--- src/hdl/joystick_axis_to_motion_packet_core_macros.svh ---
// Assertion helpers for the motion packet core.
`ifndef JOYSTICK_AXIS_TO_MOTION_PACKET_CORE_MACROS_SVH
`define JOYSTICK_AXIS_TO_MOTION_PACKET_CORE_MACROS_SVH

`ifndef SYNTHESIS
`define JAMP_ASSERT_SAME(label, clk, rst_n, ante, cons) \
    label: assert property (@(posedge clk) disable iff (!rst_n) (ante) |-> (cons)) \
        else $error("same-cycle check failed");
`define JAMP_ASSERT_NEXT(label, clk, rst_n, ante, cons) \
    label: assert property (@(posedge clk) disable iff (!rst_n) (ante) |=> (cons)) \
        else $error("next-cycle check failed");
`else
`define JAMP_ASSERT_SAME(label, clk, rst_n, ante, cons)
`define JAMP_ASSERT_NEXT(label, clk, rst_n, ante, cons)
`endif

`endif

--- src/hdl/jamp_pkg.sv ---
package jamp_pkg;

    localparam int SAMPLE_W       = 12;
    localparam int SPEED_W        = 7;
    localparam int VALUE_W        = 16;
    localparam int CFG_IDX_W      = 2;
    localparam int CFG_DATA_W     = 12;
    localparam int WINDOW_LEN_DEF = 3;

    localparam logic [SAMPLE_W-1:0] CENTER = 12'd2048;
    localparam int                  CENTER_SHIFT = 11;
    localparam logic [7:0]          PKT_HEAD = 8'hA0;
    localparam logic [7:0]          PKT_TAIL = 8'hFF;

    localparam logic [SAMPLE_W-1:0] DEAD_ZONE_RST = 12'd800;
    localparam logic [SPEED_W-1:0]  MAX_SPEED_RST = 7'd50;
    localparam logic                AXIS_ID_RST   = 1'b0;

    localparam logic [CFG_IDX_W-1:0] CFG_DEAD_ZONE = 2'd0;
    localparam logic [CFG_IDX_W-1:0] CFG_MAX_SPEED = 2'd1;
    localparam logic [CFG_IDX_W-1:0] CFG_AXIS_ID   = 2'd2;

    typedef struct packed {
        logic [SAMPLE_W-1:0] dead_zone;
        logic [SPEED_W-1:0]  max_speed;
        logic                axis_id;
    } t_cfg;

    typedef struct packed {
        logic               axis_id;
        logic [VALUE_W-1:0] value;
    } t_desc;

    typedef enum logic [2:0] {
        ST_IDLE,
        ST_HEAD,
        ST_AXIS,
        ST_HIGH,
        ST_LOW,
        ST_TAIL
    } t_state;

endpackage

--- src/hdl/joystick_axis_to_motion_packet_core.sv ---
// Joystick axis to motion packet.
// Input channel (i_valid/o_ready, i_sample): one 12-bit ADC sample per transaction.
// Output channel (o_valid/i_ready, o_out_byte, o_last_byte): packet bytes A0, axis id,
// value high, value low, FF; o_last_byte marks the FF byte.
// Config channel (i_cfg_valid/o_cfg_ready, i_cfg_index, i_cfg_data): always ready;
// index 0 dead zone, 1 max speed, 2 axis id, other indexes ignored.
// The first WINDOW_LEN samples only fill the averaging window and produce nothing.
// Samples are taken one per cycle while o_ready is high, through a three-stage front
// pipeline; a packet's bytes are then shown one per cycle while the receiver is ready.
// The byte serializer sets the sustained packet rate; a two-entry packet queue sits
// between pipeline and serializer.
// When the receiver stalls, the current byte holds; the queue then fills and o_ready
// drops once a packet cannot be queued.
// Reset (synchronous, active low) clears window, queue and serializer and loads the
// register defaults: dead zone 800, max speed 50, axis id 0.
module joystick_axis_to_motion_packet_core
    import jamp_pkg::*;
#(
    parameter int WINDOW_LEN = WINDOW_LEN_DEF
) (
    input  logic                  i_clk,
    input  logic                  i_rst_n,
    input  logic                  i_valid,
    output logic                  o_ready,
    input  logic [SAMPLE_W-1:0]   i_sample,
    output logic                  o_valid,
    input  logic                  i_ready,
    output logic [7:0]            o_out_byte,
    output logic                  o_last_byte,
    input  logic                  i_cfg_valid,
    output logic                  o_cfg_ready,
    input  logic [CFG_IDX_W-1:0]  i_cfg_index,
    input  logic [CFG_DATA_W-1:0] i_cfg_data
);

`include "joystick_axis_to_motion_packet_core_macros.svh"

    t_cfg  r_cfg;
    logic  w_push;
    t_desc w_push_desc;
    logic  w_q_ready;
    logic  w_pop;
    t_desc w_pop_desc;
    logic  w_q_valid;

    assign o_cfg_ready = 1'b1;

    always_ff @(posedge i_clk) begin
        if (!i_rst_n) begin
            r_cfg.dead_zone <= DEAD_ZONE_RST;
            r_cfg.max_speed <= MAX_SPEED_RST;
            r_cfg.axis_id   <= AXIS_ID_RST;
        end else if (i_cfg_valid) begin
            case (i_cfg_index)
                CFG_DEAD_ZONE: r_cfg.dead_zone <= i_cfg_data;
                CFG_MAX_SPEED: r_cfg.max_speed <= i_cfg_data[SPEED_W-1:0];
                CFG_AXIS_ID:   r_cfg.axis_id   <= i_cfg_data[0];
                default:       ;
            endcase
        end
    end

    jamp_front #(
        .WINDOW_LEN(WINDOW_LEN)
    ) u_front (
        .i_clk     (i_clk),
        .i_rst_n   (i_rst_n),
        .i_cfg     (r_cfg),
        .i_valid   (i_valid),
        .o_ready   (o_ready),
        .i_sample  (i_sample),
        .o_push    (w_push),
        .o_desc    (w_push_desc),
        .i_q_ready (w_q_ready)
    );

    jamp_queue u_queue (
        .i_clk   (i_clk),
        .i_rst_n (i_rst_n),
        .i_push  (w_push),
        .i_desc  (w_push_desc),
        .o_ready (w_q_ready),
        .i_pop   (w_pop),
        .o_desc  (w_pop_desc),
        .o_valid (w_q_valid)
    );

    jamp_back u_back (
        .i_clk       (i_clk),
        .i_rst_n     (i_rst_n),
        .i_q_valid   (w_q_valid),
        .i_desc      (w_pop_desc),
        .o_pop       (w_pop),
        .o_valid     (o_valid),
        .i_ready     (i_ready),
        .o_out_byte  (o_out_byte),
        .o_last_byte (o_last_byte)
    );

    // a packet the queue cannot take holds the front, so none is dropped
    `JAMP_ASSERT_SAME(a_no_overflow, i_clk, i_rst_n, w_push && !w_q_ready, !o_ready)
    // the final byte of a packet is always the tail marker
    `JAMP_ASSERT_SAME(a_tail_byte, i_clk, i_rst_n, o_valid && o_last_byte,
                      o_out_byte == PKT_TAIL)
    // after a tail is taken, the next byte shown starts a new packet
    `JAMP_ASSERT_NEXT(a_head_follows, i_clk, i_rst_n, o_valid && o_last_byte && i_ready,
                      !o_valid || o_out_byte == PKT_HEAD)

endmodule

--- src/hdl/jamp_front.sv ---
module jamp_front
    import jamp_pkg::*;
#(
    parameter int WINDOW_LEN = WINDOW_LEN_DEF
) (
    input  logic                i_clk,
    input  logic                i_rst_n,
    input  t_cfg                i_cfg,
    input  logic                i_valid,
    output logic                o_ready,
    input  logic [SAMPLE_W-1:0] i_sample,
    output logic                o_push,
    output t_desc               o_desc,
    input  logic                i_q_ready
);

    localparam int PC_W  = $clog2(WINDOW_LEN + 1);
    localparam int SUM_W = SAMPLE_W + $clog2(WINDOW_LEN);
    // reciprocal for divide by WINDOW_LEN, exact for every SUM_W-bit sum
    localparam int RCP_S = SUM_W + $clog2(WINDOW_LEN);
    localparam int RCP_M_INT = ((1 << RCP_S) + WINDOW_LEN - 1) / WINDOW_LEN;
    localparam logic [RCP_S-1:0] RCP_M = RCP_S'(RCP_M_INT);
    localparam logic [PC_W-1:0]  PRIME_FULL = PC_W'(WINDOW_LEN);
    localparam int PROD_W = SAMPLE_W + SPEED_W;

    logic [SAMPLE_W-1:0] r_taps [WINDOW_LEN];
    logic [PC_W-1:0]     r_prime;
    logic [SUM_W-1:0]    r_sum;
    logic                r_v1;
    logic [SAMPLE_W-1:0] r_avg;
    logic                r_v2;
    logic [PROD_W-1:0]   r_prod;
    logic                r_neg;
    logic                r_still;
    logic                r_v3;
    logic                r_was_still;

    logic                        w_adv;
    logic                        w_acc;
    logic [SUM_W+RCP_S-1:0]      w_quot_prod;
    logic [SAMPLE_W-1:0]         w_mag;
    logic                        w_neg;
    logic [7:0]                  w_scaled;
    logic [SPEED_W-1:0]          w_clamped;
    logic [VALUE_W-1:0]          w_value;
    logic                        w_emit;

    // stall the whole front only when a packet cannot enter the queue
    assign w_emit  = !r_still || (r_still != r_was_still);
    assign w_adv   = !(r_v3 && w_emit && !i_q_ready);
    assign o_ready = w_adv;
    assign w_acc   = i_valid && w_adv;

    assign w_quot_prod = {{RCP_S{1'b0}}, r_sum} * {{SUM_W{1'b0}}, RCP_M};
    assign w_neg = r_avg < CENTER;
    assign w_mag = w_neg ? (CENTER - r_avg) : (r_avg - CENTER);

    assign w_scaled  = r_prod[PROD_W-1:CENTER_SHIFT];
    assign w_clamped = (w_scaled > {1'b0, i_cfg.max_speed}) ? i_cfg.max_speed
                                                           : w_scaled[SPEED_W-1:0];
    assign w_value = r_neg ? (VALUE_W'(0) - VALUE_W'(w_clamped)) : VALUE_W'(w_clamped);

    assign o_push         = r_v3 && w_emit;
    assign o_desc.axis_id = i_cfg.axis_id;
    assign o_desc.value   = r_still ? '0 : w_value;

    always_ff @(posedge i_clk) begin
        if (!i_rst_n) begin
            for (int k = 0; k < WINDOW_LEN; k++) begin
                r_taps[k] <= '0;
            end
            r_prime     <= '0;
            r_sum       <= '0;
            r_v1        <= 1'b0;
            r_v2        <= 1'b0;
            r_v3        <= 1'b0;
            r_was_still <= 1'b1;
        end else if (w_adv) begin
            if (w_acc) begin
                r_taps[0] <= i_sample;
                for (int k = 1; k < WINDOW_LEN; k++) begin
                    r_taps[k] <= r_taps[k-1];
                end
                // oldest tap is zero while priming, so one update covers both cases
                r_sum <= r_sum + SUM_W'(i_sample) - SUM_W'(r_taps[WINDOW_LEN-1]);
                if (r_prime != PRIME_FULL) begin
                    r_prime <= r_prime + PC_W'(1);
                end
            end
            r_v1 <= w_acc && (r_prime == PRIME_FULL);
            r_v2 <= r_v1;
            r_v3 <= r_v2;
            if (r_v3) begin
                r_was_still <= r_still;
            end
        end
    end

    always_ff @(posedge i_clk) begin
        if (w_adv) begin
            r_avg   <= w_quot_prod[RCP_S +: SAMPLE_W];
            r_prod  <= {{SPEED_W{1'b0}}, w_mag} * {{SAMPLE_W{1'b0}}, i_cfg.max_speed};
            r_neg   <= w_neg;
            r_still <= w_mag < i_cfg.dead_zone;
        end
    end

endmodule

--- src/hdl/jamp_queue.sv ---
module jamp_queue
    import jamp_pkg::*;
(
    input  logic  i_clk,
    input  logic  i_rst_n,
    input  logic  i_push,
    input  t_desc i_desc,
    output logic  o_ready,
    input  logic  i_pop,
    output t_desc o_desc,
    output logic  o_valid
);

    t_desc      r_mem [2];
    logic       r_wp;
    logic       r_rp;
    logic [1:0] r_cnt;

    logic w_wr;
    logic w_rd;

    assign o_ready = r_cnt != 2'd2;
    assign o_valid = r_cnt != 2'd0;
    assign o_desc  = r_mem[r_rp];
    assign w_wr    = i_push && o_ready;
    assign w_rd    = i_pop && o_valid;

    always_ff @(posedge i_clk) begin
        if (!i_rst_n) begin
            r_wp  <= 1'b0;
            r_rp  <= 1'b0;
            r_cnt <= '0;
        end else begin
            if (w_wr) begin
                r_wp <= !r_wp;
            end
            if (w_rd) begin
                r_rp <= !r_rp;
            end
            r_cnt <= r_cnt + 2'(w_wr) - 2'(w_rd);
        end
    end

    always_ff @(posedge i_clk) begin
        if (w_wr) begin
            r_mem[r_wp] <= i_desc;
        end
    end

endmodule

--- src/hdl/jamp_back.sv ---
module jamp_back
    import jamp_pkg::*;
(
    input  logic       i_clk,
    input  logic       i_rst_n,
    input  logic       i_q_valid,
    input  t_desc      i_desc,
    output logic       o_pop,
    output logic       o_valid,
    input  logic       i_ready,
    output logic [7:0] o_out_byte,
    output logic       o_last_byte
);

    t_state r_state;
    t_state n_state;
    t_desc  r_desc;

    always_comb begin
        n_state = r_state;
        unique case (r_state)
            ST_IDLE: n_state = i_q_valid ? ST_HEAD : ST_IDLE;
            ST_HEAD: if (i_ready) n_state = ST_AXIS;
            ST_AXIS: if (i_ready) n_state = ST_HIGH;
            ST_HIGH: if (i_ready) n_state = ST_LOW;
            ST_LOW:  if (i_ready) n_state = ST_TAIL;
            ST_TAIL: if (i_ready) n_state = i_q_valid ? ST_HEAD : ST_IDLE;
            default: n_state = ST_IDLE;
        endcase
    end

    always_comb begin
        o_pop       = 1'b0;
        o_valid     = 1'b1;
        o_last_byte = 1'b0;
        o_out_byte  = PKT_HEAD;
        unique case (r_state)
            ST_IDLE: begin
                o_valid = 1'b0;
                o_pop   = i_q_valid;
            end
            ST_HEAD: o_out_byte = PKT_HEAD;
            ST_AXIS: o_out_byte = {7'd0, r_desc.axis_id};
            ST_HIGH: o_out_byte = r_desc.value[15:8];
            ST_LOW:  o_out_byte = r_desc.value[7:0];
            ST_TAIL: begin
                o_out_byte  = PKT_TAIL;
                o_last_byte = 1'b1;
                o_pop       = i_ready && i_q_valid;
            end
            default: o_valid = 1'b0;
        endcase
    end

    always_ff @(posedge i_clk) begin
        if (!i_rst_n) begin
            r_state <= ST_IDLE;
        end else begin
            r_state <= n_state;
        end
    end

    always_ff @(posedge i_clk) begin
        if (o_pop) begin
            r_desc <= i_desc;
        end
    end

endmodule

--- config.mk ---
export PLATFORM = sky130hd
export DESIGN_NAME = joystick_axis_to_motion_packet_core
export DESIGN_NICKNAME = d
export VERILOG_FILES = /design/src/hdl/jamp_pkg.sv /design/src/hdl/joystick_axis_to_motion_packet_core.sv /design/src/hdl/jamp_front.sv /design/src/hdl/jamp_queue.sv /design/src/hdl/jamp_back.sv
export VERILOG_INCLUDE_DIRS = /design/src /design/src/hdl
export SDC_FILE = /design/constraint.sdc
export NUM_CORES = 1
export LEC_CHECK = 0
export ABC_CLOCK_PERIOD_IN_PS = 15430
export BUFFER_PORTS_ARGS = -buffer_cell sky130_fd_sc_hd__buf_4
export CAP_MARGIN = 40
export CORE_ASPECT_RATIO = 0.7
export CORE_UTILIZATION = 35
export CTS_CLUSTER_SIZE = 16
export DETAILED_ROUTE_END_ITERATION = 10
export GPL_TIMING_DRIVEN = 0
export HOLD_SLACK_MARGIN = 0.1
export PLACE_DENSITY_LB_ADDON = 0.15
export SLEW_MARGIN = 20
export SYNTH_ARGS = -nofsm -noshare
export SYNTH_HDL_FRONTEND = slang
export SYNTH_SLANG_ARGS = --single-unit
--- constraint.sdc ---
create_clock -name i_clk -period 15.43 [get_ports i_clk]
set_input_delay 0.7715 -clock i_clk [delete_from_list [all_inputs] [get_ports i_clk]]
set_output_delay 0.7715 -clock i_clk [all_outputs]
set_load 0.02 [all_outputs]
After elaboration in Yosys (flattened, before gate mapping):

Memories as Yosys holds them, arrays and structs flattened. A register that Yosys moved wholly into a read port is not among the register bits.
Cells that the tools add are included.

* bitwise logic cells: 4
* equal/unequal tests: 16
* mux-type cells: 25
* multipliers: 2
* add/sub/neg operators: 8
* reduce and logical (&&, ||, !) cells: 24
* $lt $le $gt $ge: 3

Operators with widths (count)
* $mux 12: 4
* $mux 16: 2
* $pmux 8 s4: 1
* $mul 14x14->27 const B: 1
* $mul 12x7->19: 1
* $pmux 3 s6: 1
* $mux 3: 5
* $add 14x12->14: 1
* $ne 2x2->1 const B: 7
* $sub 14x12->14: 1
* $lt 12x12->1: 1
* $lt 12x12->1 const B: 1
* $sub 12x12->12 const A: 1
* $sub 12x12->12 const B: 1
* $mux 1: 10
* $reduce_and 2->1: 5
* $gt 8x7->1: 1
* $sub 1x7->8 const A: 1
* $logic_and 1x1->1: 7
* $mux 7: 1
* $eq 3x2->1 const B: 2
* $eq 3x3->1 const B: 2
* $logic_not 1->1: 5
* $reduce_and 5->1: 1
* other kinds (16): 19

* register bits after elaboration: 80
* output and inout bits: 12
* memory bits (writable): 70
* memories: 2

Memory list
* u_front.r_taps: words 3, width 12, read ports 3, clocked after Yosys merged registers in 0, wr ports 3, RTL line jamp_front.sv:26 `logic [SAMPLE_W-1:0] r_taps [WINDOW_LEN];`
* u_queue.r_mem: words 2, width 17, read ports 1, clocked after Yosys merged registers in 1, wr ports 1, RTL line jamp_queue.sv:14 `t_desc r_mem [2];`

Depth between registers and ports, before layout:

* depth after elaboration: 11
* mapped depth: 23
* gate-level depth less buffers: 23

Hierarchy:

Synthesis repeated with hierarchy kept, for this count alone.

* cell total of the unflattened synthesis: 1324
* area total of the unflattened synthesis: 13430.4 µm²

Modules (own cells, without submodules)
* jamp_front: instances 1, cells each 1075, area each 10154.7 µm²
* jamp_queue: instances 1, cells each 83, area each 1488.9 µm²
* jamp_back: instances 1, cells each 81, area each 953.4 µm²
* joystick_axis_to_motion_packet_core: instances 1, cells each 85, area each 833.3 µm²

Worst setup path before layout:

Ideal clock, no wire load.

* path type: register to register
* from: register u_front.r_avg[0]
* to: register u_front.r_prod[17] (data pin)
* stages on the path, launching flop included: 22
* required time: 15.172 ns
* setup time: 0.258 ns
* arrival: 5.205 ns
* setup slack: 9.968 ns
* path through: edfxtp_1 > inv_1 > ha_1 > nand2b_1 > o21ai_0 > xor2_1 > nor2_1 > fa_1 > fa_1 > fa_1 > inv_1 > fa_1 > inv_1 > ha_1 > a21o_1 > a21o_1 > a21o_1 > o2111ai_2 > a21oi_2 > or3_4 > a21oi_2 > xnor2_1

* word-level cells in the longest chain between the ends: 3
* elaborated cells between the ends (all ways): 5
* those cells by class: add/sub (2); mul (1); order compare (1); mux (1)

Ends and longest elaborated chain
* from (decl): RTL line jamp_front.sv:30 `logic [SAMPLE_W-1:0] r_avg;`
* from (signal assigned): RTL line jamp_front.sv:101 `r_avg <= w_quot_prod[RCP_S +: SAMPLE_W];`
* $sub 12x12->12 or $lt 12x12->1 (tied branches): RTL line jamp_front.sv:56, jamp_front.sv:55
* $mux 12 (*): RTL line jamp_front.sv:56 `assign w_mag = w_neg ? (CENTER - r_avg) : (r_avg - CENTER);`
* $mul 12x7->19 (*): RTL line jamp_front.sv:102 `r_prod <= {{SPEED_W{1'b0}}, w_mag} * {{SAMPLE_W{1'b0}}, i_cfg.max_speed};`
* to (signal assigned): RTL line jamp_front.sv:102
* to (decl): RTL line jamp_front.sv:32 `logic [PROD_W-1:0] r_prod;`

Every way passes the cells marked *; elsewhere a longest branch is shown, timed or not.
A chain may end at the register's enable or synchronous reset.

Worst setup path in the final report:

Same ends and word-level chain as after synthesis.

==> impl_metrics.toml <==
[clock_network]
clkSinkCount = 132
max-clock-path-buffers = 2
clock_insertion_delay_worst_skew_ns = 0.43
cts.clk_slew.worst_paths_ns = 0.07
cts_repair_resize_count = 0
ctsRootBufferMaster = "clkbuf_16"
cts_inserted_buffers = 17
post_cts_buffers = 0
cts_hold_buf = 0
cts_tree = "yes"
ctsHtreeMaxLevel = 4

[logic_synthesis]
synth.ff_latch_count = 132
combined_area_of_all_synthesized_cells_mm2 = 0.01225
synthesis.nets = 1561
synth_seq_area_share_pct = 28.52
ys_async_sr_fraction_pct = 0
yosysWarnings = 0
synth_cells = 1253
synthesis.area_per_instance_um2 = 9.777
most_used_dff_post_synth = "edfxtp_1"
synth_enable_flop_cells = 85
synthDistinctLibCells = 53

[sta]
worst_clock_skew_ns = 0.01130
timing.final.crit_share_pct = 42.20
final_hold_viol_count = 0
totalNegativeSetupSlack_ns = 0
tightestPinTransition_ns = 0.8363
grt_setup_unrepaired = "no"
report.final.setup_viol = 0
min_period_ns = 6.511
maxSlewViolCount = 0
maxSlewHeadroom_pct = 44.06
worst_hold_slack_ns = 0.4676
clock.fmax_ghz = 0.1536

[cells_and_area]
final-instance-count-excl-fill = 1794
layout.cells.most_common = "inv_1"
antenna_diode_count = 0
nFillCells = 3323
layout.cells.most_common_list = "inv_1, ha_1, fa_1, nor2_1, nand2_1"
final_core_util_pct = 40.58
drive_above_1_share_pct = 7.744
ff_latch_area_mm2 = 0.003493
multi_input_combinational_cell_area_mm2 = 0.007767
fin_nets = 1625
area_delta_synth_final_pct = 12.56

[min_path]
hp-start = "r_cfg[12]"
hp-class = "flip-flop to flip-flop"
min_path_cells = 2

[global_routing]
grt_util_all_layers_pct = 17.64
grt_max_degree = 29
grt_first_pass_wirelength_mm = 47.53
grt_use_met1_pct = 27.93
grt_antenna_before_repair = 0
use_met3_pct = 3.746
grt-ovfl-total = 0
groute.layer.met2.usage_pct = 24.12
number_of_global_route_vias_before_repair = 8492
grt_most_used_layer = "met1"

[worst_setup_path]
cpLargestDelayFamily = "adder cells"
crit_arrival_ns = 6.69
worstReg2RegStart = "u_front.r_avg[0]"
worstSetupPathType = "flip-flop to flip-flop"
crit_required_ns = 15.61
critical-path-max-stage-delay_ns = 0.68
worst_path_most_repeated_cell = "fa_1"
worst_path_max_delay_cell = "xor2_1"
timing.critical_path.fanout_max = 7
critPathCaptureType = "flip-flop"
reg2reg_slack_ns = 8.92
worst-r2r-cell-count = 21
cp_num_cells = 21
timing.critical_path.cells = "inv_1, ha_1, nand2b_1, o21ai_0, xor2_1, nor2_1, fa_1, fa_1, fa_1, inv_1, fa_1, inv_1, ha_1, a21o_1, a21o_1, a21o_1, o2111ai_2, a21oi_2, or3_4, a21oi_2, xnor2_1"
timing.critical_path.buf_inv = 3
worst_setup_path_startpoint = "u_front.r_avg[0]"
timing.critical_path.from_type = "flip-flop"

[outcome]
run_status = "completed"

[detailed_routing]
detailroute.via_count = 8600
drt-pass1-iter-count = 7
finalWirelength_mm = 29.58
drt-initial-drc-count = 453
average_routed_wire_per_standard_cell_um = 16.49
drt_drc_violations_left = 0
route.detailed.vias_per_inst = 4.794
antenna_left = 0

[floorplan]
top_level_ports = 43
die_area_mm2 = 0.03577
core-area_mm2 = 0.03398
std_cell_rows = 56
die_h_um = 158.5
fp.dieW_um = 225.6
start_util_pct = 36.05

[placed_design]
dp.final_hpwl_mm = 24.47
port-buffer-count = 40
gp_congestion = 0.8608
place.detailed.instances = 1762

[flow_run]
cap_viol_max_count = 0
-- through the flow --
step | setup slack, ns | area [µm²]
2_1_floorplan | 9.968 | 12250
3_3_place_gp | 8.938 | 13130
3_5_place_dp | 8.982 | 13190
4_1_cts | 8.960 | 13790
5_1_grt | 8.655 | 13790
6_report | 8.919 | 13790
-- sequential cells by signal (all words and copies together), names as in the netlist, 2 cells and up --
name and count:
u_front.r_sum 14, u_queue.r_mem 18, u_front.r_prime 2, r_cfg 20, u_back.r_state 3, u_back.r_desc 9
u_front.r_taps 36, u_front.r_prod 8, u_queue.r_cnt 2, u_front.r_avg 12
-- worst min-delay path, delay by kind of cell, from the launching register on --
| family | cells | cell delay, ns |
|---|---|---|
| flip-flops | 1 | 0.31 |
| AO/OA/AOI/OAI | 1 | 0.06 |
| AND/OR/NAND/NOR | 1 | 0.05 |
-- final cells by class --
| type | instances | area share [%] |
|---|---|---|
| inverter | 229 | 6.234 |
| clock buffer | 17 | 3.085 |
| buffer | 36 | 1.034 |
| timing repair buffer | 45 | 2.522 |
| sequential | 132 | 25.33 |
| multi-input combinational | 856 | 56.33 |
| clock inverter | 15 | 1.252 |
| tap | 464 | 4.210 |
-- layer usage --
layer	vias to the layer above	share of wire, %
met3	14	5.0
met5	-	0
met2	157	39
met1	4157	56
li1	4272	-
met4	0	0.64
-- Yosys cell counts, types with 9 or more instances --
library cell	n	area share [%]
inv_1	228	7.0
ha_1	161	16
fa_1	116	19
nor2_1	94	2.9
nand2_1	87	2.7
edfxtp_1	85	21
dfxtp_1	47	7.7
a21oi_1	41	1.7
clkbuf_1	34	1.0
o21ai_0	34	1.4
and3_1	31	1.6
and2_1	30	1.5
xnor2_1	26	1.9
a21o_1	23	1.4
nor3_1	22	0.90
xor2_1	20	1.4
a21boi_0	19	1.2
o21a_1	18	1.1
nor2b_1	16	0.82
nand3_1	11	0.45
mux2_2	9	0.83
o211ai_1	9	0.55
-- worst paths after layout --
kind                                           end
worst min register to register           r_cfg[12]
worst max-delay path            u_front.r_prod[17]
worst min-delay path                     r_cfg[12]
worst max register to register  u_front.r_prod[17]
-- kinds of logic (layout without fill, tap and decap cells) --
logic type                 after synthesis  count (layout)  share of synthesized area (%)
other                                    1               1                        0.03061
DFF                                    132             132                          28.52
adders and majority gates              277             277                          35.40
buffers and inverters                  265             342                          8.181
and+or+nand+nor                        331             331                          13.08
muxes                                   16              16                          1.430
AOI/OAI and AO/OA                      185             185                          10.07
xor gates and xnor gates                46              46                          3.289
Power is not shown: default switching activity piles up to over one toggle a cycle in this logic, so the estimate is an artifact.
